[config.mk]
export PLATFORM = sky130hd
export DESIGN_NAME = htwd_result
export DESIGN_NICKNAME = d
export VERILOG_FILES = /design/src/rtl/htwd_pkg.sv /design/src/rtl/htwd_result.sv
export SDC_FILE = /design/constraint.sdc
export NUM_CORES = 1
export LEC_CHECK = 0
export BUFFER_PORTS_ARGS = -buffer_cell sky130_fd_sc_hd__buf_2
export CAP_MARGIN = 20
export CORE_UTILIZATION = 55
export CTS_BUF_LIST = sky130_fd_sc_hd__clkbuf_4
export DETAILED_ROUTE_END_ITERATION = 7
export HOLD_SLACK_MARGIN = 0.05
export PLACE_DENSITY = 0.87
export SETUP_SLACK_MARGIN = 0.5
export SYNTH_ARGS = -nofsm -noshare
export SYNTH_HDL_FRONTEND = slang
export SYNTH_SLANG_ARGS = --single-unit
[constraint.sdc]
create_clock -name clk -period 2.4 [get_ports clk]
set_input_delay 0.48 -clock clk [delete_from_list [all_inputs] [get_ports clk]]
set_output_delay 0.48 -clock clk [all_outputs]
set_load 0.05 [all_outputs]
[src/rtl/htwd_pkg.sv]
// Shared constants, codes and types of the Huffman tree-walk decoder.
`default_nettype none
package htwd_pkg;

    localparam int SYMBOL_COUNT  = 256;
    localparam int NODE_SLOTS    = 512;
    localparam int MAX_CODE_BITS = 32;

    localparam int NODE_W    = $clog2(NODE_SLOTS);
    localparam int CNT_W     = $clog2(NODE_SLOTS + 1);
    localparam int SYM_W     = 8;
    localparam int SYM_CNT_W = $clog2(SYMBOL_COUNT + 1);
    localparam int LEN_W     = 6;
    localparam int CODE_W    = 32;
    localparam int IDX_W     = $clog2(CODE_W);
    localparam int BYTE_BITS = 8;

    localparam logic [1:0] ACT_CLEAR  = 2'd0;
    localparam logic [1:0] ACT_LOAD   = 2'd1;
    localparam logic [1:0] ACT_DECODE = 2'd2;

    localparam logic [1:0] ST_OK      = 2'd0;
    localparam logic [1:0] ST_MISSING = 2'd1;
    localparam logic [1:0] ST_FULL    = 2'd2;

    typedef struct packed {
        logic [NODE_W-1:0] left;
        logic [NODE_W-1:0] right;
        logic [SYM_W-1:0]  sym;
    } node_t;

    typedef struct packed {
        logic              rd_en;
        logic [NODE_W-1:0] rd_addr;
        logic              wr_en;
        logic [NODE_W-1:0] wr_addr;
        node_t             wr_data;
    } mem_req_t;

    typedef struct packed {
        logic             push;
        logic             direct;
        logic             flush;
        logic [SYM_W-1:0] sym;
        logic             sym_valid;
        logic [1:0]       status;
    } res_cmd_t;

endpackage
`default_nettype wire

[src/rtl/htwd_result.sv]
// Result stage that holds back one beat so that the final beat of an item carries last.
`default_nettype none
module htwd_result
    import htwd_pkg::*;
(
    input  wire logic     clk,
    input  wire logic     rst_n,
    input  wire res_cmd_t cmd,
    output logic          out_valid,
    output logic [SYM_W-1:0] out_symbol,
    output logic          symbol_valid,
    output logic [1:0]    status,
    output logic          last
);

    logic             valid_reg, valid_next;
    logic [SYM_W-1:0] osym_reg, osym_next;
    logic             osv_reg, osv_next;
    logic [1:0]       ost_reg, ost_next;
    logic             olast_reg, olast_next;
    logic             pend_reg, pend_next;
    logic [SYM_W-1:0] psym_reg, psym_next;
    logic             psv_reg, psv_next;
    logic [1:0]       pst_reg, pst_next;

    always_comb
    begin
        valid_next = 1'b0;
        osym_next  = osym_reg;
        osv_next   = osv_reg;
        ost_next   = ost_reg;
        olast_next = olast_reg;
        pend_next  = pend_reg;
        psym_next  = psym_reg;
        psv_next   = psv_reg;
        pst_next   = pst_reg;

        if (cmd.direct)
        begin
            valid_next = 1'b1;
            osym_next  = cmd.sym;
            osv_next   = cmd.sym_valid;
            ost_next   = cmd.status;
            olast_next = 1'b1;
        end
        else if (cmd.push)
        begin
            if (pend_reg)
            begin
                valid_next = 1'b1;
                osym_next  = psym_reg;
                osv_next   = psv_reg;
                ost_next   = pst_reg;
                olast_next = 1'b0;
            end
            pend_next = 1'b1;
            psym_next = cmd.sym;
            psv_next  = cmd.sym_valid;
            pst_next  = cmd.status;
        end
        else if (cmd.flush)
        begin
            if (pend_reg)
            begin
                valid_next = 1'b1;
                osym_next  = psym_reg;
                osv_next   = psv_reg;
                ost_next   = pst_reg;
                olast_next = 1'b1;
            end
            pend_next = 1'b0;
        end
    end

    always_ff @(posedge clk or negedge rst_n)
    begin
        if (!rst_n)
        begin
            valid_reg <= 1'b0;
            pend_reg  <= 1'b0;
        end
        else
        begin
            valid_reg <= valid_next;
            pend_reg  <= pend_next;
        end
    end

    always_ff @(posedge clk)
    begin
        osym_reg  <= osym_next;
        osv_reg   <= osv_next;
        ost_reg   <= ost_next;
        olast_reg <= olast_next;
        psym_reg  <= psym_next;
        psv_reg   <= psv_next;
        pst_reg   <= pst_next;
    end

    assign out_valid    = valid_reg;
    assign out_symbol   = osym_reg;
    assign symbol_valid = osv_reg;
    assign status       = ost_reg;
    assign last         = olast_reg;

endmodule
`default_nettype wire

# After elaboration in Yosys (flattened, before gate mapping)

Index checks and enable logic that the tools add are counted.

Memories kept: 0
RAM bits: 0
Register bits: 25
Input bits: 16
Bits in latches: 0
Bits in read-only memories: 0
Output and inout port bits: 13

Reductions and logical operators: 5
Mux-type cells: 22
Multiply operators: 0
Add/sub/neg operators: 0
Bitwise logic cells: 1
Shifts and indexed selects: 0
Divide/modulo/power cells: 0
Magnitude comparators: 0
Equality and inequality tests: 0

Operators with widths:

| operator            | count |
|---|---|
| 8-bit two-way mux   | 4 |
| 1-bit two-way mux   | 14 |
| 2-bit two-way mux   | 4 |
| 2-bit AND reduction | 3 |
| 3-bit nonzero test  | 1 |
| 2-bit nonzero test  | 1 |
| 1-bit NOT           | 1 |

# Depth between registers and ports, before layout

Gate-level depths: netlist (run 1).

Depth after elaboration: 4
Gate-level depth with buffers: 3

# Least setup slack after synthesis (run 1)

Ideal clock, no wire load.

Path kind: input port to flip-flop
From: input cmd[12] (netlist bit)
To: register osym_reg[0], in the netlist out_symbol[0], enable pin
Data arrival time: 0.912 ns
Library setup time: 0.345 ns
Buffers on the path: 1
Stages: 3
Path slack: 1.144 ns
Cells stage by stage: buf_6 inv_1 nand2_1

Word-level cells in the longest chain between the ends: 1

Ends and longest elaborated chain:

| item                                | RTL line          | source |
|---|---|---|
| from (decl)                         | htwd_result.sv:8  | `input wire res_cmd_t cmd,` |
| 3-bit nonzero test (no source line) | n/a               |  |
| to (signal assigned)                | htwd_result.sv:91 | `osym_reg <= osym_next;` |
| to (decl)                           | htwd_result.sv:17 | `logic [SYM_W-1:0] osym_reg, osym_next;` |

No other way between the ends.
A chain may end at the register's enable or synchronous reset.

# Worst setup path in the final report (run 1)

From: register osym_reg[5], in the netlist out_symbol[5]
To: output out_symbol[5]

RTL lines:

| item      | RTL line          | source |
|---|---|---|
| to (decl) | htwd_result.sv:10 | `output logic [SYM_W-1:0] out_symbol,` |

No word-level cell between the ends.

==> metrics.cfg, run 1 <==
[detailed_routing]
wl_per_cell_um = 13.9
vias_per_cell = 5.37
ant_nets = 0
routed_wl_mm = 1.30
firstDrtPassIters = 4
drt_iter0_drc = 7
remaining_drc_errors = 0
via_count = 505

[timing]
report.final.slew_viol_count = 0
fmax_mhz = 712
timing.final.crit_period_ns = 1.41
grt_setup_unrepaired = false
setup_violations = 0
relSlewSlack = 0.683
hold_violations = 0
worst_slack_ns = 0.995
tns_ns = 0
max_slew.worst_pin.slew_ns = 0.474
period_share = 0.586
clock-skew-final_ns = 0.000897

[finish]
multi_input_area_sq_um = 171
fillers = 100
drive_gt1_frac = 0.551
diodes = 0
syn_to_final_growth_pct = 20.6
fin_area_sq_um = 1110
fin_nets = 95
seqCellArea_sq_um = 731

[critical_path]
r2r_cells = 2
rrSetupSlack_ns = 1.16
crit_type = flop to output pin
startpoint_type = flop
max_stage_delay_ns = 0.35
crit_start = out_symbol[5]
cp_cell_sequence = buf_2
end_kind = output pin
arrival_ns = 0.93
cp_top_family = flip-flops
required_ns = 1.92
crit_slowest_cell = edfxtp_1
path_max_fanout = 1
reg2reg_to = out_symbol[2]
path_buf_inv = 1
r2r_start = pend_reg

[pwr]
p_per_area_nw_per_um2 = 789
p_leak_nw = 0.446
irDropWorstVdd_uv = 630

[synth]
seq_area_frac_synth = 0.797
synthDistinctLibCells = 13
syn_nets = 62
syn_area_per_cell_sq_um = 19.9
ys_ff_latch = 25
netlist_instances = 46
synth_area_sq_um = 917
ys_warn_count = 0

[grt]
grt_max_degree = 16
grt_overflow_total = 0
grt_pass1_wl_mm = 2.10
antenna_found_initial = 0
grt.total_usage = 0.164
grt_pass1_vias = 504

[clock_network]
cts_sinks = 25
cts_tree = done
htreeDepth = 1
clock-root-buffer = clkbuf_4
post_cts_buffers = 0
clk_pin_slew_ns = 0.12
clkLatencyLatePin_ns = 0.31
clockBufferDepth = 2
numCtsBuffers = 3
cts-resized-gates = 0

[run_status]
status = completed

[floorplan]
rows = 14
start_util = 0.602
coreArea_sq_um = 1520
die-width_um = 42.8
pin_count = 29
die_y_um = 42.8
dieArea_sq_um = 1830

[placed_design]
dp_hpwl_um = 935
dpl_worst_slack_ns = 0.748
place.gp.congestion = 0.662
port_buffers = 28
placed_area_sq_um = 1070

[worst_hold_path]
min_to = psym_reg[7]
hold_depth = 1
hold_start = cmd[10]
hold_path.class = input pin to flop

[flow_run]
drv_cap = 0

area by class of cell:
class                           count  area share
Sequential cell                    25       0.661
Multi-Input combinational cell     19       0.155
Timing Repair Buffer               29       0.136
Clock buffer                        4      0.0271
Tap cell                           16      0.0181
Inverter                            1     0.00339
placed cells by master, fill, tap and decap left out, drive strengths merged:
cell type	n
buf	28
edfxtp	22
mux2	11
clkbuf	4
nand2	2
dfrtp	2
inv	1
o21ai	1
and2b	1
a211oi	1
a31oi	1
nand2b	1
a21o	1
dlygate4sd3	1
dfxtp	1
logic make-up after synthesis:
kind of cell	Yosys count	share of synthesized area
muxes	11	0.135
and+or+nand+nor	4	0.0232
buffers and inverters	2	0.0164
AOI/OAI and AO/OA	4	0.0287
DFF	25	0.797
worst max-delay path by stage:
stage / endpoint / cells after the start
final: out_symbol[5] / 1
after CTS: out_symbol[5] / 1
after global placement: out_symbol[4] / 3
after detailed placement: symbol_valid / 3
after floorplan: out_symbol[0] / 3
after global routing: out_symbol[5] / 1
cells in the mapped netlist:
master    instances  share of area
a211oi_1          1         0.0082
o21ai_0           1         0.0055
nand2_1           2         0.0082
buf_6             1          0.012
and2b_1           1         0.0082
mux2_2           11           0.14
dfxtp_1           1          0.022
a21o_1            1         0.0082
inv_1             1         0.0041
nand2b_1          1         0.0068
edfxtp_1         22           0.72
a31oi_1           1         0.0068
dfrtp_1           2          0.055
stage by stage:
step                      total power, mW   util  cells  hold slack (ns)
final                               0.873  0.726     94            0.351
after global placement              0.691  0.700     89            0.265
after CTS                           0.880  0.726     94            0.342
after floorplan                     0.653      -     46            0.184
after detailed placement            0.695  0.700     89            0.266
after global routing                0.903  0.726     94            0.339
metal layers:
metal | track usage | vias to the layer above | routed length, um
met5 | 0 | - | 0
met4 | 0.0938 | 0 | 28
met3 | 0.0340 | 4 | 75
met2 | 0.267 | 20 | 635
met1 | 0.202 | 239 | 564
li1 | - | 242 | -
power by group:
group / total (mW) / switching (mW) / internal, mW
clock: 0.188 / 0.112 / 0.0762
sequential: 0.527 / 0.0101 / 0.517
combinational: 0.157 / 0.115 / 0.0425
what timing repair did:
item | 4_1_cts | 5_1_grt
setup endpoints to repair | 0 | 0
endpoints found under the hold margin | 2 | 0
hold buffers | 1 | 0
Note: power is estimated with default switching activity, not from simulation.
==> run 2, diff against run 1 <==
- CORE_UTILIZATION: 55 -> 51
- PLACE_DENSITY: 0.87 -> 0.82
- clock period: 2.4 -> 1.4 ns (I/O delays scaled with it)
==> run 2 against run 1 <==
Net effect:
- sequential power grew 75%
- via count grew 13%
- register-to-register slack lost 0.73 ns
- highest routed layer unchanged
- sequential share of layout area shrank 9.3 points
- final cell count grew 12%
- hold slack lost 0.22 ns
- non-clock buffer count grew 2
- combinational power grew 140%
==> metrics.cfg, run 2 (synthesized netlist as in run 1, its figures left out) <==
[floorplan]
die_y_um = 44.4  ; was 42.8 um
die-width_um = 44.4  ; was 42.8 um
rows = 14  ; unchanged
coreArea_sq_um = 1590  ; was 1520 sq um
dieArea_sq_um = 1970  ; was 1830 sq um
pin_count = 29  ; unchanged
start_util = 0.575  ; was 0.602

[finish]
diodes = 0  ; unchanged
seqCellArea_sq_um = 733  ; was 731 sq um
multi_input_area_sq_um = 243  ; was 171 sq um
final_cell_mix = 22 x edfxtp_1, 14 x buf_2, 12 x buf_6  ; was 28 x buf_2, 22 x edfxtp_1, 11 x mux2_2
finish.utilization = 0.811  ; was 0.726
drive_gt1_frac = 0.642  ; was 0.551
layout_commonest_cell = edfxtp_1  ; was buf_2
syn_to_final_growth_pct = 40.9  ; was 20.6%
fillers = 81  ; was 100
fin_area_sq_um = 1290  ; was 1110 sq um
fin_nets = 98  ; was 95

[pwr]
power.switching_uw = 484  ; was 237 uW
switching_share = 0.297  ; was 0.271
clkPwrFrac = 0.207  ; was 0.216
power_mw = 1.63  ; was 873 uW
irDropWorstVdd_uv = 851  ; was 630 uV
p_leak_nw = 0.533  ; was 0.446 nW
comb_power_share = 0.228  ; was 0.180
p_int_mw = 1.15  ; was 636 uW
sequentialPowerShare = 0.565  ; was 0.604
p_per_area_nw_per_um2 = 1260  ; was 789 nW/um^2

[critical_path]
r2r_cells = 2  ; unchanged
path_buf_inv = 1  ; unchanged
crit_type = flop to output pin  ; unchanged
r2r_start = pend_reg  ; unchanged
arrival_ns = 0.95  ; was 0.93 ns
reg2reg_to = out_symbol[1]  ; was out_symbol[2]
rrSetupSlack_ns = 0.43  ; was 1.16 ns
cp_cell_sequence = buf_6  ; was buf_2
end_kind = output pin  ; unchanged
path_max_fanout = 1  ; unchanged
required_ns = 1.12  ; was 1.92 ns
cp_top_family = flip-flops  ; unchanged
crit_slowest_cell = edfxtp_1  ; unchanged
startpoint_type = flop  ; unchanged
max_stage_delay_ns = 0.44  ; was 0.35 ns
crit_cells = 1  ; unchanged

[placed_design]
place.gp.congestion = 0.730  ; was 0.662
port_buffers = 28  ; unchanged
dpl_worst_slack_ns = 0.122  ; was 0.748 ns
placed_area_sq_um = 1120  ; was 1070 sq um

[timing]
worst_slack_ns = 0.173  ; was 0.995 ns
grt_setup_unrepaired = true  ; was false
fmax_mhz = 815
clock-skew-final_ns = 0.0139  ; was 0.000897 ns
timing.final.crit_period_ns = 1.23
relSlewSlack = 0.833  ; was 0.683
max_slew.worst_pin.slew_ns = 0.250  ; was 0.474 ns
setup_violations = 0  ; unchanged
tns_ns = 0  ; unchanged
hold_violations = 0  ; unchanged
report.final.slew_viol_count = 0  ; unchanged
period_share = 0.876

[worst_hold_path]
hold_depth = 1  ; unchanged
hold_start = cmd[9]  ; was cmd[10]
min_to = psym_reg[6]  ; was psym_reg[7]
hold_path.class = input pin to flop  ; unchanged

[grt]
use_met3 = 0.0245  ; was 0.0340
grt.total_usage = 0.198  ; was 0.164
grt_pass1_vias = 580  ; was 504
grt_max_degree = 16  ; unchanged
grt_pass1_wl_mm = 2.63  ; was 2.10 mm
met2_usage = 0.368  ; was 0.267
grt_overflow_total = 0  ; unchanged
antenna_found_initial = 0  ; unchanged
grtUsageMet1 = 0.233  ; was 0.202
top_usage_layer = met2  ; unchanged

[clock_network]
clockBufferDepth = 2  ; unchanged
htreeDepth = 1  ; unchanged
cts_tree = done  ; unchanged
clk_pin_slew_ns = 0.15  ; was 0.12 ns
numCtsBuffers = 3  ; unchanged
cts_sinks = 25  ; unchanged
clock-root-buffer = clkbuf_4  ; unchanged
clkLatencyLatePin_ns = 0.33  ; was 0.31 ns

[detailed_routing]
ant_nets = 0  ; unchanged
via_count = 573  ; was 505
routed_wl_mm = 1.95  ; was 1.30 mm
wl_per_cell_um = 18.5  ; was 13.9 um
drt_iter0_drc = 14  ; was 7
remaining_drc_errors = 0  ; unchanged
vias_per_cell = 5.46  ; was 5.37
firstDrtPassIters = 4  ; unchanged

[run_status]
status = completed  ; unchanged

[flow_run]
drv_cap = 0  ; unchanged

run 2: cell types whose count changed in the layout (fill, tap and decap cells not counted), sizes merged:
| cell | change |
|---|---|
| clkinvlp | +1 |
| buf | +1 |
| nand2 | +1 |
run 2: layout make-up:
class                   count  area share
inverters                   1     0.00290
multi-input cells          20       0.188
flip-flops and latches     25       0.567
repair buffers             31       0.196
clock inverters             1     0.00581
well taps                  24      0.0232
clock buffers               3      0.0174
run 2: per-stage QoR:
step / instances / hold WS (ns)
3_5_place_dp: 97 / 0.0699
4_1_cts: 105 / 0.135
3_3_place_gp: 97 / 0.0683
2_1_floorplan: 46 / -0.0156
6_report: 105 / 0.127
5_1_grt: 105 / 0.131
run 2: routing by layer:
| metal | share of wire | vias to the layer above | routed length (um) |
|---|---|---|---|
| met3 | 0.030 | 3 | 59 |
| met1 | 0.38 | 294 | 746 |
| met5 | 0 | - | 0 |
| met2 | 0.58 | 24 | 1120 |
| met4 | 0.010 | 0 | 20 |
| li1 | - | 252 | - |
run 2: worst max path at each step:
stage / from / end
final: out_symbol[6] / out_symbol[6]
after global routing: out_symbol[6] / out_symbol[6]
after CTS: out_symbol[5] / out_symbol[5]
after detailed placement: cmd[12] / out_symbol[1]
after global placement: cmd[12] / out_symbol[0]
after floorplan: cmd[12] / out_symbol[0]
run 2: timing repair:
item / in CTS / in global routing
resized for setup: 29 / 4
gates cloned: 1 / 0
pin swaps: 2 / 2
setup buffers: 2 / 0
endpoints found under the setup margin: 26 / 37
hold buffers: 1 / 0
hold endpoints to repair: 2 / 0
run 2: power groups by stage:
stage | clock network, mW | registers [mW] | logic, mW
after floorplan | 0 | 1.06 | 0.0800
after global placement | 0 | 0.921 | 0.286
after detailed placement | 0 | 0.925 | 0.291
after CTS | 0.326 | 0.918 | 0.360
after global routing | 0.348 | 0.926 | 0.385
final | 0.338 | 0.922 | 0.372
