--- src/rtl/htwd_pkg.sv ---
// Shared constants, codes and types of the Huffman tree-walk decoder.
`default_nettype none
package htwd_pkg;

    localparam int SYMBOL_COUNT  = 256;
    localparam int NODE_SLOTS    = 512;
    localparam int MAX_CODE_BITS = 32;

    localparam int NODE_W    = $clog2(NODE_SLOTS);
    localparam int CNT_W     = $clog2(NODE_SLOTS + 1);
    localparam int SYM_W     = 8;
    localparam int SYM_CNT_W = $clog2(SYMBOL_COUNT + 1);
    localparam int LEN_W     = 6;
    localparam int CODE_W    = 32;
    localparam int IDX_W     = $clog2(CODE_W);
    localparam int BYTE_BITS = 8;

    localparam logic [1:0] ACT_CLEAR  = 2'd0;
    localparam logic [1:0] ACT_LOAD   = 2'd1;
    localparam logic [1:0] ACT_DECODE = 2'd2;

    localparam logic [1:0] ST_OK      = 2'd0;
    localparam logic [1:0] ST_MISSING = 2'd1;
    localparam logic [1:0] ST_FULL    = 2'd2;

    typedef struct packed {
        logic [NODE_W-1:0] left;
        logic [NODE_W-1:0] right;
        logic [SYM_W-1:0]  sym;
    } node_t;

    typedef struct packed {
        logic              rd_en;
        logic [NODE_W-1:0] rd_addr;
        logic              wr_en;
        logic [NODE_W-1:0] wr_addr;
        node_t             wr_data;
    } mem_req_t;

    typedef struct packed {
        logic             push;
        logic             direct;
        logic             flush;
        logic [SYM_W-1:0] sym;
        logic             sym_valid;
        logic [1:0]       status;
    } res_cmd_t;

endpackage
`default_nettype wire

--- src/rtl/htwd_walker.sv ---
// Sequencer that clears the tree, inserts codes and walks compressed bytes.
`default_nettype none
module htwd_walker
    import htwd_pkg::*;
(
    input  wire logic                clk,
    input  wire logic                rst_n,
    input  wire logic                start,
    input  wire logic [1:0]          action,
    input  wire logic [SYM_W-1:0]    symbol,
    input  wire logic [LEN_W-1:0]    code_length,
    input  wire logic [CODE_W-1:0]   code_bits,
    input  wire logic [BYTE_BITS-1:0] data_byte,
    input  wire node_t               rd_data,
    output logic                     busy,
    output mem_req_t                 req,
    output res_cmd_t                 cmd
);

    localparam logic [1:0] S_IDLE  = 2'd0;
    localparam logic [1:0] S_LOAD  = 2'd1;
    localparam logic [1:0] S_DEC   = 2'd2;
    localparam logic [1:0] S_FLUSH = 2'd3;

    localparam logic [1:0] SRC_ROOT = 2'd0;
    localparam logic [1:0] SRC_MEM  = 2'd1;
    localparam logic [1:0] SRC_NEW  = 2'd2;

    logic [1:0]        state_reg, state_next;
    node_t             root_reg, root_next;
    logic [CNT_W-1:0]  used_reg, used_next;
    logic [NODE_W-1:0] walk_reg, walk_next;
    logic [NODE_W-1:0] cur_reg, cur_next;
    logic [1:0]        src_reg, src_next;
    logic              check_reg, check_next;
    logic [LEN_W-1:0]  cnt_reg, cnt_next;
    logic [CODE_W-1:0] bits_reg, bits_next;
    logic [SYM_W-1:0]  sym_reg, sym_next;

    node_t             w;
    node_t             e;
    node_t             upd;
    logic              cur_bit;
    logic              leaf;
    logic [NODE_W-1:0] slot;
    logic [NODE_W-1:0] new_idx;
    logic [LEN_W-1:0]  eff_len;

    assign busy    = (state_reg != S_IDLE);
    assign cur_bit = bits_reg[IDX_W'(cnt_reg - LEN_W'(1))];
    assign new_idx = used_reg[NODE_W-1:0];
    assign eff_len = (code_length > LEN_W'(MAX_CODE_BITS)) ? LEN_W'(MAX_CODE_BITS)
                                                           : code_length;

    always_comb
    begin
        case (src_reg)
            SRC_ROOT: w = root_reg;
            SRC_MEM:  w = rd_data;
            default:  w = '0;
        endcase
    end

    assign leaf = check_reg && (w.left == '0) && (w.right == '0);
    assign e    = leaf ? root_reg : w;
    assign slot = cur_bit ? e.right : e.left;

    always_comb
    begin
        state_next = state_reg;
        root_next  = root_reg;
        used_next  = used_reg;
        walk_next  = walk_reg;
        cur_next   = cur_reg;
        src_next   = src_reg;
        check_next = check_reg;
        cnt_next   = cnt_reg;
        bits_next  = bits_reg;
        sym_next   = sym_reg;
        req        = '0;
        cmd        = '0;
        upd        = w;

        case (state_reg)
            S_IDLE:
            begin
                if (start)
                begin
                    case (action)
                        ACT_CLEAR:
                        begin
                            root_next  = '0;
                            used_next  = CNT_W'(1);
                            walk_next  = '0;
                            cmd.direct = 1'b1;
                            cmd.status = ST_OK;
                        end
                        ACT_LOAD:
                        begin
                            if ({1'b0, symbol} < SYM_CNT_W'(SYMBOL_COUNT))
                            begin
                                cur_next   = '0;
                                src_next   = SRC_ROOT;
                                check_next = 1'b0;
                                cnt_next   = eff_len;
                                bits_next  = code_bits;
                                sym_next   = symbol;
                                state_next = S_LOAD;
                            end
                            else
                            begin
                                cmd.direct = 1'b1;
                                cmd.status = ST_OK;
                            end
                        end
                        ACT_DECODE:
                        begin
                            cur_next    = walk_reg;
                            src_next    = (walk_reg == '0) ? SRC_ROOT : SRC_MEM;
                            req.rd_en   = (walk_reg != '0);
                            req.rd_addr = walk_reg;
                            check_next  = 1'b0;
                            cnt_next    = LEN_W'(BYTE_BITS);
                            bits_next   = CODE_W'(data_byte);
                            state_next  = S_DEC;
                        end
                        default:
                        begin
                            state_next = S_IDLE;
                        end
                    endcase
                end
            end

            S_LOAD:
            begin
                if (cnt_reg == '0)
                begin
                    upd.sym    = sym_reg;
                    cmd.direct = 1'b1;
                    cmd.status = ST_OK;
                    state_next = S_IDLE;
                    if (cur_reg == '0)
                    begin
                        root_next = upd;
                    end
                    else
                    begin
                        req.wr_en   = 1'b1;
                        req.wr_addr = cur_reg;
                        req.wr_data = upd;
                    end
                end
                else if (slot != '0)
                begin
                    req.rd_en   = 1'b1;
                    req.rd_addr = slot;
                    cur_next    = slot;
                    src_next    = SRC_MEM;
                    cnt_next    = cnt_reg - LEN_W'(1);
                end
                else if (used_reg == CNT_W'(NODE_SLOTS))
                begin
                    // A freshly made node still has to reach the store.
                    req.wr_en   = (cur_reg != '0);
                    req.wr_addr = cur_reg;
                    req.wr_data = w;
                    cmd.direct  = 1'b1;
                    cmd.status  = ST_FULL;
                    state_next  = S_IDLE;
                end
                else
                begin
                    if (cur_bit)
                    begin
                        upd.right = new_idx;
                    end
                    else
                    begin
                        upd.left = new_idx;
                    end
                    if (cur_reg == '0)
                    begin
                        root_next = upd;
                    end
                    else
                    begin
                        req.wr_en   = 1'b1;
                        req.wr_addr = cur_reg;
                        req.wr_data = upd;
                    end
                    cur_next  = new_idx;
                    src_next  = SRC_NEW;
                    used_next = used_reg + CNT_W'(1);
                    cnt_next  = cnt_reg - LEN_W'(1);
                end
            end

            S_DEC:
            begin
                if (leaf)
                begin
                    cmd.push      = 1'b1;
                    cmd.sym       = w.sym;
                    cmd.sym_valid = 1'b1;
                    cmd.status    = ST_OK;
                end
                if (cnt_reg == '0)
                begin
                    walk_next  = leaf ? '0 : cur_reg;
                    state_next = S_FLUSH;
                end
                else if (slot != '0)
                begin
                    req.rd_en   = 1'b1;
                    req.rd_addr = slot;
                    cur_next    = slot;
                    src_next    = SRC_MEM;
                    check_next  = 1'b1;
                    cnt_next    = cnt_reg - LEN_W'(1);
                end
                else if (!leaf)
                begin
                    cmd.push   = 1'b1;
                    cmd.status = ST_MISSING;
                    cur_next   = '0;
                    src_next   = SRC_ROOT;
                    check_next = 1'b0;
                    cnt_next   = cnt_reg - LEN_W'(1);
                end
                else
                begin
                    // The symbol beat goes out now; the missing child is retried from the root.
                    cur_next   = '0;
                    src_next   = SRC_ROOT;
                    check_next = 1'b0;
                end
            end

            S_FLUSH:
            begin
                cmd.flush  = 1'b1;
                state_next = S_IDLE;
            end

            default:
            begin
                state_next = S_IDLE;
            end
        endcase
    end

    always_ff @(posedge clk or negedge rst_n)
    begin
        if (!rst_n)
        begin
            state_reg <= S_IDLE;
            root_reg  <= '0;
            used_reg  <= CNT_W'(1);
            walk_reg  <= '0;
            cur_reg   <= '0;
            src_reg   <= SRC_ROOT;
            check_reg <= 1'b0;
            cnt_reg   <= '0;
        end
        else
        begin
            state_reg <= state_next;
            root_reg  <= root_next;
            used_reg  <= used_next;
            walk_reg  <= walk_next;
            cur_reg   <= cur_next;
            src_reg   <= src_next;
            check_reg <= check_next;
            cnt_reg   <= cnt_next;
        end
    end

    always_ff @(posedge clk)
    begin
        bits_reg <= bits_next;
        sym_reg  <= sym_next;
    end

endmodule
`default_nettype wire

--- config.mk ---
export PLATFORM = sky130hd
export DESIGN_NAME = htwd_walker
export DESIGN_NICKNAME = d
export VERILOG_FILES = /design/src/rtl/htwd_pkg.sv /design/src/rtl/htwd_walker.sv
export SDC_FILE = /design/constraint.sdc
export NUM_CORES = 1
export LEC_CHECK = 0
export ABC_AREA = 1
export BUFFER_PORTS_ARGS = -buffer_cell sky130_fd_sc_hd__buf_2
export CAP_MARGIN = 25
export CORE_MARGIN = 1.5
export CORE_UTILIZATION = 30
export DETAILED_ROUTE_END_ITERATION = 10
export HOLD_SLACK_MARGIN = 0.06
export SYNTH_ARGS = -nofsm -noshare
export SYNTH_HDL_FRONTEND = slang
export SYNTH_SLANG_ARGS = --single-unit
--- constraint.sdc ---
create_clock -name clk -period 8.99 [get_ports clk]
set_input_delay 0.899 -clock clk [delete_from_list [all_inputs] [get_ports clk]]
set_output_delay 0.899 -clock clk [all_outputs]
set_load 0.005 [all_outputs]
=== Word level (Yosys, flattened, before mapping) ===
Index checks and enable logic that the tools add are counted.

* Register bits after elaboration: 105
* Input bits: 85
* Output and inout bits: 61
* Word-level logic and storage cells: 167

* Add/sub/neg operators: 2
* Order comparisons: 2
* Equality and inequality tests: 24
* Muxes and demuxes: 98
* Reductions and logical operators: 29

{| class="wikitable"
|+ Operator list
! kind !! number
|-
| $mux W36 || 6
|-
| $mux W26 || 8
|-
| $mux W9 || 14
|-
| $pmux W26 S2 || 2
|-
| $mux W10 || 9
|-
| $pmux W32 S2 || 1
|-
| $mux W6 || 8
|-
| $pmux W10 S2 || 2
|-
| $logic_not A9 Y1 || 4
|-
| $pmux W9 S2 || 2
|-
| $mux W2 || 16
|-
| $pmux W9 S3 || 1
|-
| $reduce_bool A9 Y1 || 3
|-
| $mux W1 || 18
|-
| $ne A3 B3 Y1 const B || 6
|-
| $pmux W6 S3 || 1
|-
| $ne A2 B2 Y1 const B || 8
|-
| $reduce_and A7 Y1 || 2
|-
| $pmux W2 S3 || 2
|-
| $pmux W6 S2 || 1
|-
| $reduce_and A6 Y1 || 2
|-
| $mux W11 || 1
|-
| $add A10 B1 Y10 const B || 1
|-
| $eq A10 B10 Y1 const B || 1
|-
| 21 further kinds || 36
|}

=== Longest topological paths before layout ===
Gate-level depths: netlist (run 1).

* Word-level depth: 11
* Depth in mapped cells: 24
* Mapped depth without buffers: 20

=== Least setup slack after synthesis (run 1) ===
OpenSTA, ideal clock, no wires.

* Path kind: reg2out
* Start: reg cnt_reg[0]
* End: out req[6] (netlist bit)
* Arrival time: 2,843 ps
* Required time: 8,091 ps
* Slack: 5,248 ps
* Cell stages (with the launch flop): 21
* Buffers on the path: 5
* Cells stage by stage: dfrtp_1 > buf_6 > inv_4 > buf_6 > ha_1 > nand2_1 > nor2_1 > xor2_2 > nand3_1 > nand2_2 > buf_6 > nand3_2 > nand2_1 > nand2_2 > nor2_8 > nand3_4 > buf_12 > nand2_2 > inv_2 > buf_4 > nor3_1

{| class="wikitable"
|+ RTL lines
! element !! RTL line !! text
|-
| start, declared || htwd_walker.sv:36 || <nowiki>logic [LEN_W-1:0] cnt_reg, cnt_next;</nowiki>
|-
| start signal, assigned || htwd_walker.sv:275 || <nowiki>cnt_reg <= cnt_next;</nowiki>
|-
| end, declared || htwd_walker.sv:16 || <nowiki>output mem_req_t req,</nowiki>
|}

==> summary.md, run 1 <==
| Metric | Value |
|---|---|
| Worst vdd ir | `188 uV` |
| Mapped Area | `7890 um^2` |
| Sequential share of the synthesized area | `35.9%` |
| WL/cell | `16.4 um` |
| Setup Buffers After CTS | `0` |
| CTS hold repair buffers | `0` |
| Worst reg2reg path depth | `18` |
| Cell with the most instances after synthesis | `nand2_1` |
| Cell with the most instances on the worst path | `nand3_1` |
| Syn-to-layout area delta | `14.0%` |
| Final setup vio count | `0` |
| Slew HR | `32.4%` |
| Effective utilization at floorplan | `30.4%` |
| Post-CTS sizing | `0` |
| Top-area cell type share of the netlist area | `20.3%` |
| Mean post-synth cell area | `7.07 um^2` |
| Initial antenna violation count | `0` |
| Crit-path cells | `inv_4 -> ha_1 -> inv_1 -> nand3_1 -> nand3_1 -> nand3_1 -> nand3_1 -> nand2_2 -> nand3_1 -> nand2_2 -> nand2_4 -> nor2_8 -> nand3_4 -> nand2_2 -> nand3_1 -> nor2_1 -> buf_2` |
| Status | `finished clean` |
| Final hold vios | `0` |
| IO Port Bufs | `145` |
| Synth async-reset ratio | `61.9%` |
| Hold path cells | `2` |
| Routability cong. | `0.912` |
| Commonest cells in the synthesized netlist | `257 x nand2_1, 168 x inv_1, 115 x nor2_1, 93 x nand3_1, 76 x o21ai_0` |
| Reg area | `2830 um^2` |
| RR Startpoint | `cnt_reg[0]$_DFFE_PN0P_` |
| Core Box Area | `25900 um^2` |
| Post-DP HPWL | `18700 um` |
| Yosys cell types | `45` |
| WP data required | `8.09 ns` |
| Final nets | `1315` |
| Mapped Cells | `1115` |
| Crit-path slowest cell | `dfrtp_1` |
| Via count | `7868` |
| Min-Delay Path Class | `reg2reg` |
| Yosys reg bits | `105` |
| I/O pin cnt | `146` |
| Hold Startpoint | `root_reg[2]$_DFFE_PN0P_` |
| Max Cap Violations | `0` |
| Startpoint types | `flop` |
| Max FO, Critical Path | `45` |
| Max Slew Vio Count | `0` |
| CTS buffer count | `9` |
| Remaining DRCs | `0` |
| GR Overflow Total | `0` |
| Setup CP Type | `reg2out` |
| Post-synth EDFFs | `40` |
| Setup_tns | `0 ns` |
| Die area | `27300 um^2` |
| Max Clock Skew | `0.0166 ns` |
| Crit path DAT | `4.69 ns` |
| Die W | `165 um` |
| Share of cells above drive strength 1 | `19.8%` |
| Routed WL | `25600 um` |
| TritonRoute pass-1 iters | `6` |
| Final core utilization | `34.7%` |
| Fmax | `179 MHz` |
| Iter 0 DRT Violations | `728` |
| LEAKAGE | `4.33 nW` |
| Area occupied by multi-input gates | `4000 um^2` |
| CTS tree | `yes` |
| Row cnt | `59` |
| Global-route wire length before repair | `39800 um` |
| Clock root buffer | `clkbuf_16` |
| Largest register FFs | `32` |
| Sink Count | `105` |
| Top_reg_cell synth | `dfrtp_1` |
| Worst slew pin tran | `1.01 ns` |
| Vias in the first global route | `7480` |
| GRT Total Usage | `19.1%` |
| H-tree depth | `3` |
| Hold EP | `root_reg[2]$_DFFE_PN0P_` |
| Via density | `5.05` |
| Reg2reg setup slack | `4.32 ns` |
| Final min period | `5.59 ns` |
| Leading area contributor after synthesis | `dfrtp_1` |
| Clock tree buffer depth | `2` |
| Reg2Reg Capture Point | `root_reg[19]$_DFFE_PN0P_` |
| Filler cells | `2770` |
| Worst-path clk slew | `0.07 ns` |
| Pwr/cell area | `384 nW/um^2` |
| Setup repair after global routing missed its margin | `false` |
| Clock Latency Late Sink | `0.38 ns` |
| Syn nets | `1211` |
| Largest net degree at the start of global routing | `66` |
| Synth warn | `0` |
| Synth area leaders | `dfrtp_1 20%, edfxtp_1 15%, nand2_1 12%` |
| Crit path largest cell delay | `0.70 ns` |
| Antenna diode count | `0` |
| Crit end category | `output port` |
| Worst hold slack | `0.487 ns` |
| Final period utilization | `62.2%` |
| Die H | `165 um` |
| Post-DRT Antenna Nets | `0` |
-- cell type report --
cell class              count  share of cell area [%]
clock buffers              10                    2.55
flip-flops and latches    105                    31.5
multi-input cells         771                    44.5
clock inverters             6                   0.557
well taps                 335                    4.66
repair buffers            152                    8.66
inverters                 180                    7.57
-- through the flow --
stage | cells | worst slack (ns) | instance area (um^2) | total power [mW]
after detailed placement | 1543 | 3.80 | 8710 | 3.01
after global placement | 1543 | 3.98 | 8710 | 2.99
final | 1559 | 3.40 | 8990 | 3.45
after floorplan | 1115 | 5.25 | 7890 | 2.52
after CTS | 1559 | 3.41 | 8990 | 3.42
after global routing | 1559 | 2.85 | 8990 | 3.73
-- cells by family (layout without fill, tap and decap cells) --
logic type               count (synthesis)  in the layout  share of synthesized area, %
AND/OR/NAND/NOR                        550            550                          31.5
buffers and inverters                  239            348                          13.4
AO/OA/AOI/OAI                          197            197                          15.9
flip-flops                             105            105                          35.9
XOR/XNOR                                13             13                          1.54
adder cells (fa/ha/maj)                 11             11                          1.75
-- critical path: cells and delay by family (launching register included) --
kind | cells | cell delay (ns)
fa+ha+maj | 1 | 0.56
buf+inv | 3 | 0.52
flops | 1 | 0.70
simple gates | 13 | 2.54
-- power breakdown --
| part | switching (mW) | internal, mW |
|---|---|---|
| Combinational | 1.67 | 0.642 |
| Sequential | 0.115 | 0.624 |
| Clock | 0.205 | 0.193 |
-- per-layer routing --
layer | routed length, um | vias up | track usage [%]
met4 | 989 | 0 | 8.60
met2 | 11400 | 314 | 29.9
met3 | 1760 | 60 | 2.90
li1 | - | 3832 | -
met5 | 0 | - | 0
met1 | 11500 | 3662 | 26.0
-- how the worst max path moves through the flow --
stage                      startpoint  endpoint  slack [ns]  cells after the start
2_1_floorplan  cnt_reg[0]$_DFFE_PN0P_    req[6]        5.25                     20
3_3_place_gp   cnt_reg[0]$_DFFE_PN0P_    cmd[0]        3.98                     17
3_5_place_dp   cnt_reg[0]$_DFFE_PN0P_   req[31]        3.80                     17
4_1_cts        cnt_reg[0]$_DFFE_PN0P_   req[31]        3.41                     17
5_1_grt        cnt_reg[0]$_DFFE_PN0P_   req[30]        2.85                     17
6_report       cnt_reg[0]$_DFFE_PN0P_   req[31]        3.40                     17
-- layout by cell type, fill, tap and decap left out, types with 2 or more instances in the layout --
master	netlist	final
o21ai_2	29	29
clkinv_4	0	2
clkbuf_16	0	9
nor2_1	115	115
o21ai_4	2	2
nand2_1	257	257
nand3_1	93	93
nand3_4	2	2
nand2_4	2	2
nor2_8	2	2
buf_2	5	145
nor2_4	5	5
clkinv_1	4	4
edfxtp_1	40	40
dfrtp_1	64	64
o211ai_1	20	20
nor4_1	4	4
o41ai_1	9	9
o22ai_1	10	10
nand3_2	3	3
buf_4	5	7
o32ai_1	2	2
a22oi_1	9	9
a21oi_1	27	27
xnor2_1	2	2
o21ai_1	11	11
ha_1	11	10
inv_2	6	6
o21ai_0	76	76
nand2_2	15	15
xor2_1	10	10
inv_1	168	168
nand4_1	33	33
inv_4	2	4
nor3_1	16	16
Note: power is estimated with default switching activity, not from simulation.
==> run 2: changes to the inputs <==
==> constraint.sdc (replaced) <==
create_clock -name clk -period 5.5 [get_ports clk]
set_input_delay 0.55 -clock clk [delete_from_list [all_inputs] [get_ports clk]]
set_output_delay 0.55 -clock clk [all_outputs]
set_load 0.005 [all_outputs]
==> run 2 against run 1 <==
Effect of this change:
- non-clock buffer count grew 5
- highest routed layer unchanged
- critical path depth grew 2
- die area is the same
- critical path type unchanged
==> summary.md, run 2 (same netlist as run 1, synthesis figures left out) <==
| Metric | Value |
|---|---|
| Final core utilization | `34.9%` |
| Final hold vios | `0` |
| Fmax | `204 MHz` |
| Max Slew Vio Count | `0` |
| Core Box Area | `25900 um^2` |
| WP data required | `4.95 ns` |
| Sink Count | `105` |
| Via count | `7819` |
| Routability cong. | `0.911` |
| Crit-path cells | `buf_4 -> inv_4 -> ha_1 -> inv_1 -> nand3_1 -> nand3_1 -> nand3_1 -> nand3_1 -> nand2_4 -> nand3_1 -> nand2_1 -> nand2_2 -> nor2_8 -> nand3_4 -> nand2_2 -> inv_2 -> nand2_1 -> a21oi_1 -> buf_2` |
| Cell area after layout | `9040 um^2` |
| Largest register FFs | `32` |
| WP buf/inv | `5` |
| Syn-to-layout area delta | `14.6%` |
| Via density | `5.00` |
| Crit path DAT | `4.35 ns` |
| Vias in the first global route | `7434` |
| Final worst slack | `0.601 ns` |
| Global-route wire length before repair | `39500 um` |
| IO Port Bufs | `145` |
| Largest delay share family, worst path | `simple AND/OR/NAND/NOR gates` |
| Clock root buffer | `clkbuf_16` |
| Filler cells | `2827` |
| LEAKAGE | `4.36 nW` |
| Setup CP Type | `reg2out` |
| Worst vdd ir | `293 uV` |
| Reg area | `2830 um^2` |
| GRT Total Usage | `18.9%` |
| Crit path largest cell delay | `0.59 ns` |
| Initial antenna violation count | `1` |
| Clock tree buffer depth | `2` |
| Final setup vio count | `0` |
| Worst-path clk slew | `0.07 ns` |
| CTS buffer count | `9` |
| Die W | `165 um` |
| Iter 0 DRT Violations | `710` |
| Startpoint types | `flop` |
| Post-DP HPWL | `18900 um` |
| WL/cell | `16.2 um` |
| Pwr/cell area | `635 nW/um^2` |
| Min-Delay Path Class | `in2reg` |
| Worst slew pin tran | `0.926 ns` |
| H-tree depth | `3` |
| Share of cells above drive strength 1 | `20.2%` |
| Area occupied by multi-input gates | `4010 um^2` |
| Status | `finished clean` |
| Pre-CTS setup slack | `0.832 ns` |
| Post-DRT Antenna Nets | `0` |
| GR Overflow Total | `0` |
| Max Clock Skew | `0.0139 ns` |
| Remaining DRCs | `0` |
| Row cnt | `59` |
| Max Cap Violations | `0` |
| Commonest cells after routing, fill and taps aside | `257 x nand2_1, 168 x inv_1, 145 x buf_2, 115 x nor2_1, 93 x nand3_1` |
| Effective utilization at floorplan | `30.4%` |
| Setup Buffers After CTS | `0` |
| Die area | `27300 um^2` |
| Die H | `165 um` |
| Setup repair after global routing missed its margin | `false` |
| Slew HR | `38.1%` |
| TritonRoute pass-1 iters | `6` |
| Clock Latency Late Sink | `0.37 ns` |
| Crit-path slowest cell | `ha_1` |
| Crit end category | `output port` |
| Placed instance area | `8750 um^2` |
| Commonest non-fill, non-tap cell in the layout | `nand2_1` |
| Final period utilization | `89.1%` |
| CTS tree | `yes` |
| Setup_tns | `0 ns` |
| Max FO, Critical Path | `29` |
| Final min period | `4.90 ns` |
| I/O pin cnt | `146` |
| Routed WL | `25400 um` |
| Cell with the most instances on the worst path | `nand3_1` |
| Largest net degree at the start of global routing | `66` |
| Final nets | `1320` |
==> run 2: final cells by class <==
type / instances / share of cell area, %
flip-flops and latches: 105 / 31.3
clock buffers: 9 / 2.49
well taps: 335 / 4.64
diodes: 1 / 0.0277
clock inverters: 7 / 0.637
inverters: 180 / 7.53
multi-input cells: 771 / 44.4
repair buffers: 157 / 9.03
==> run 2: final timing paths <==
| check | start | end | slack [ns] | depth (start not counted) |
|---|---|---|---|---|
| worst max-delay path | cnt_reg[0]$_DFFE_PN0P_ | req[45] | 0.60 | 19 |
| max in group asynchronous | rst_n | root_reg[0]$_DFFE_PN0P_ | 4.51 | 2 |
| min in group asynchronous | rst_n | root_reg[12]$_DFFE_PN0P_ | 0.39 | 2 |
| worst max register to register | cnt_reg[0]$_DFFE_PN0P_ | root_reg[2]$_DFFE_PN0P_ | 1.23 | 19 |
| worst min register to register | root_reg[7]$_DFFE_PN0P_ | root_reg[7]$_DFFE_PN0P_ | 0.49 | 2 |
| worst min-delay path | symbol[6] | sym_reg[6]$_DFFE_PP_ | 0.36 | 1 |
==> run 2: power by group <==
part           internal [mW]  switching, mW
combinational           1.09           2.79
clock                  0.316          0.340
sequential              1.02          0.177
==> run 2: routing by layer <==
metal | track usage [%] | vias up | wire length (um) | part of all wire (%)
met2 | 29.6 | 322 | 11300 | 44
met5 | 0 | - | 0 | 0
met4 | 8.76 | 0 | 976 | 3.8
met1 | 25.4 | 3589 | 11300 | 45
li1 | - | 3852 | - | -
met3 | 3.12 | 56 | 1820 | 7.2
==> run 2: metrics by stage <==
stage                     total power [mW]  std cells  hold slack [ns]
after global routing                  6.18       1565            0.351
after floorplan                       4.12       1115            0.254
final                                 5.74       1565            0.360
after global placement                4.97       1548            0.466
after detailed placement              5.02       1548            0.473
after CTS                             5.68       1564            0.351
==> run 2: what timing repair did <==
item                                    4_1_cts  5_1_grt
gates resized for setup                       0        1
hold buffers                                  0        0
endpoints found under the setup margin        0        8
==> run 2: worst register-to-register path: stages (launching register included) <==
cell	delay (ns)
dfrtp_1	0.33
buf_4	0.25
inv_4	0.15
ha_1	0.59
inv_1	0.24
nand3_1	0.14
nand3_1	0.09
nand3_1	0.13
nand3_1	0.13
nand2_4	0.30
nand3_1	0.22
nand2_1	0.16
nand2_2	0.10
nor2_8	0.19
nand3_4	0.19
inv_4	0.14
nand3_4	0.07
nand2_4	0.53
nand2_1	0.15
o21ai_2	0.09
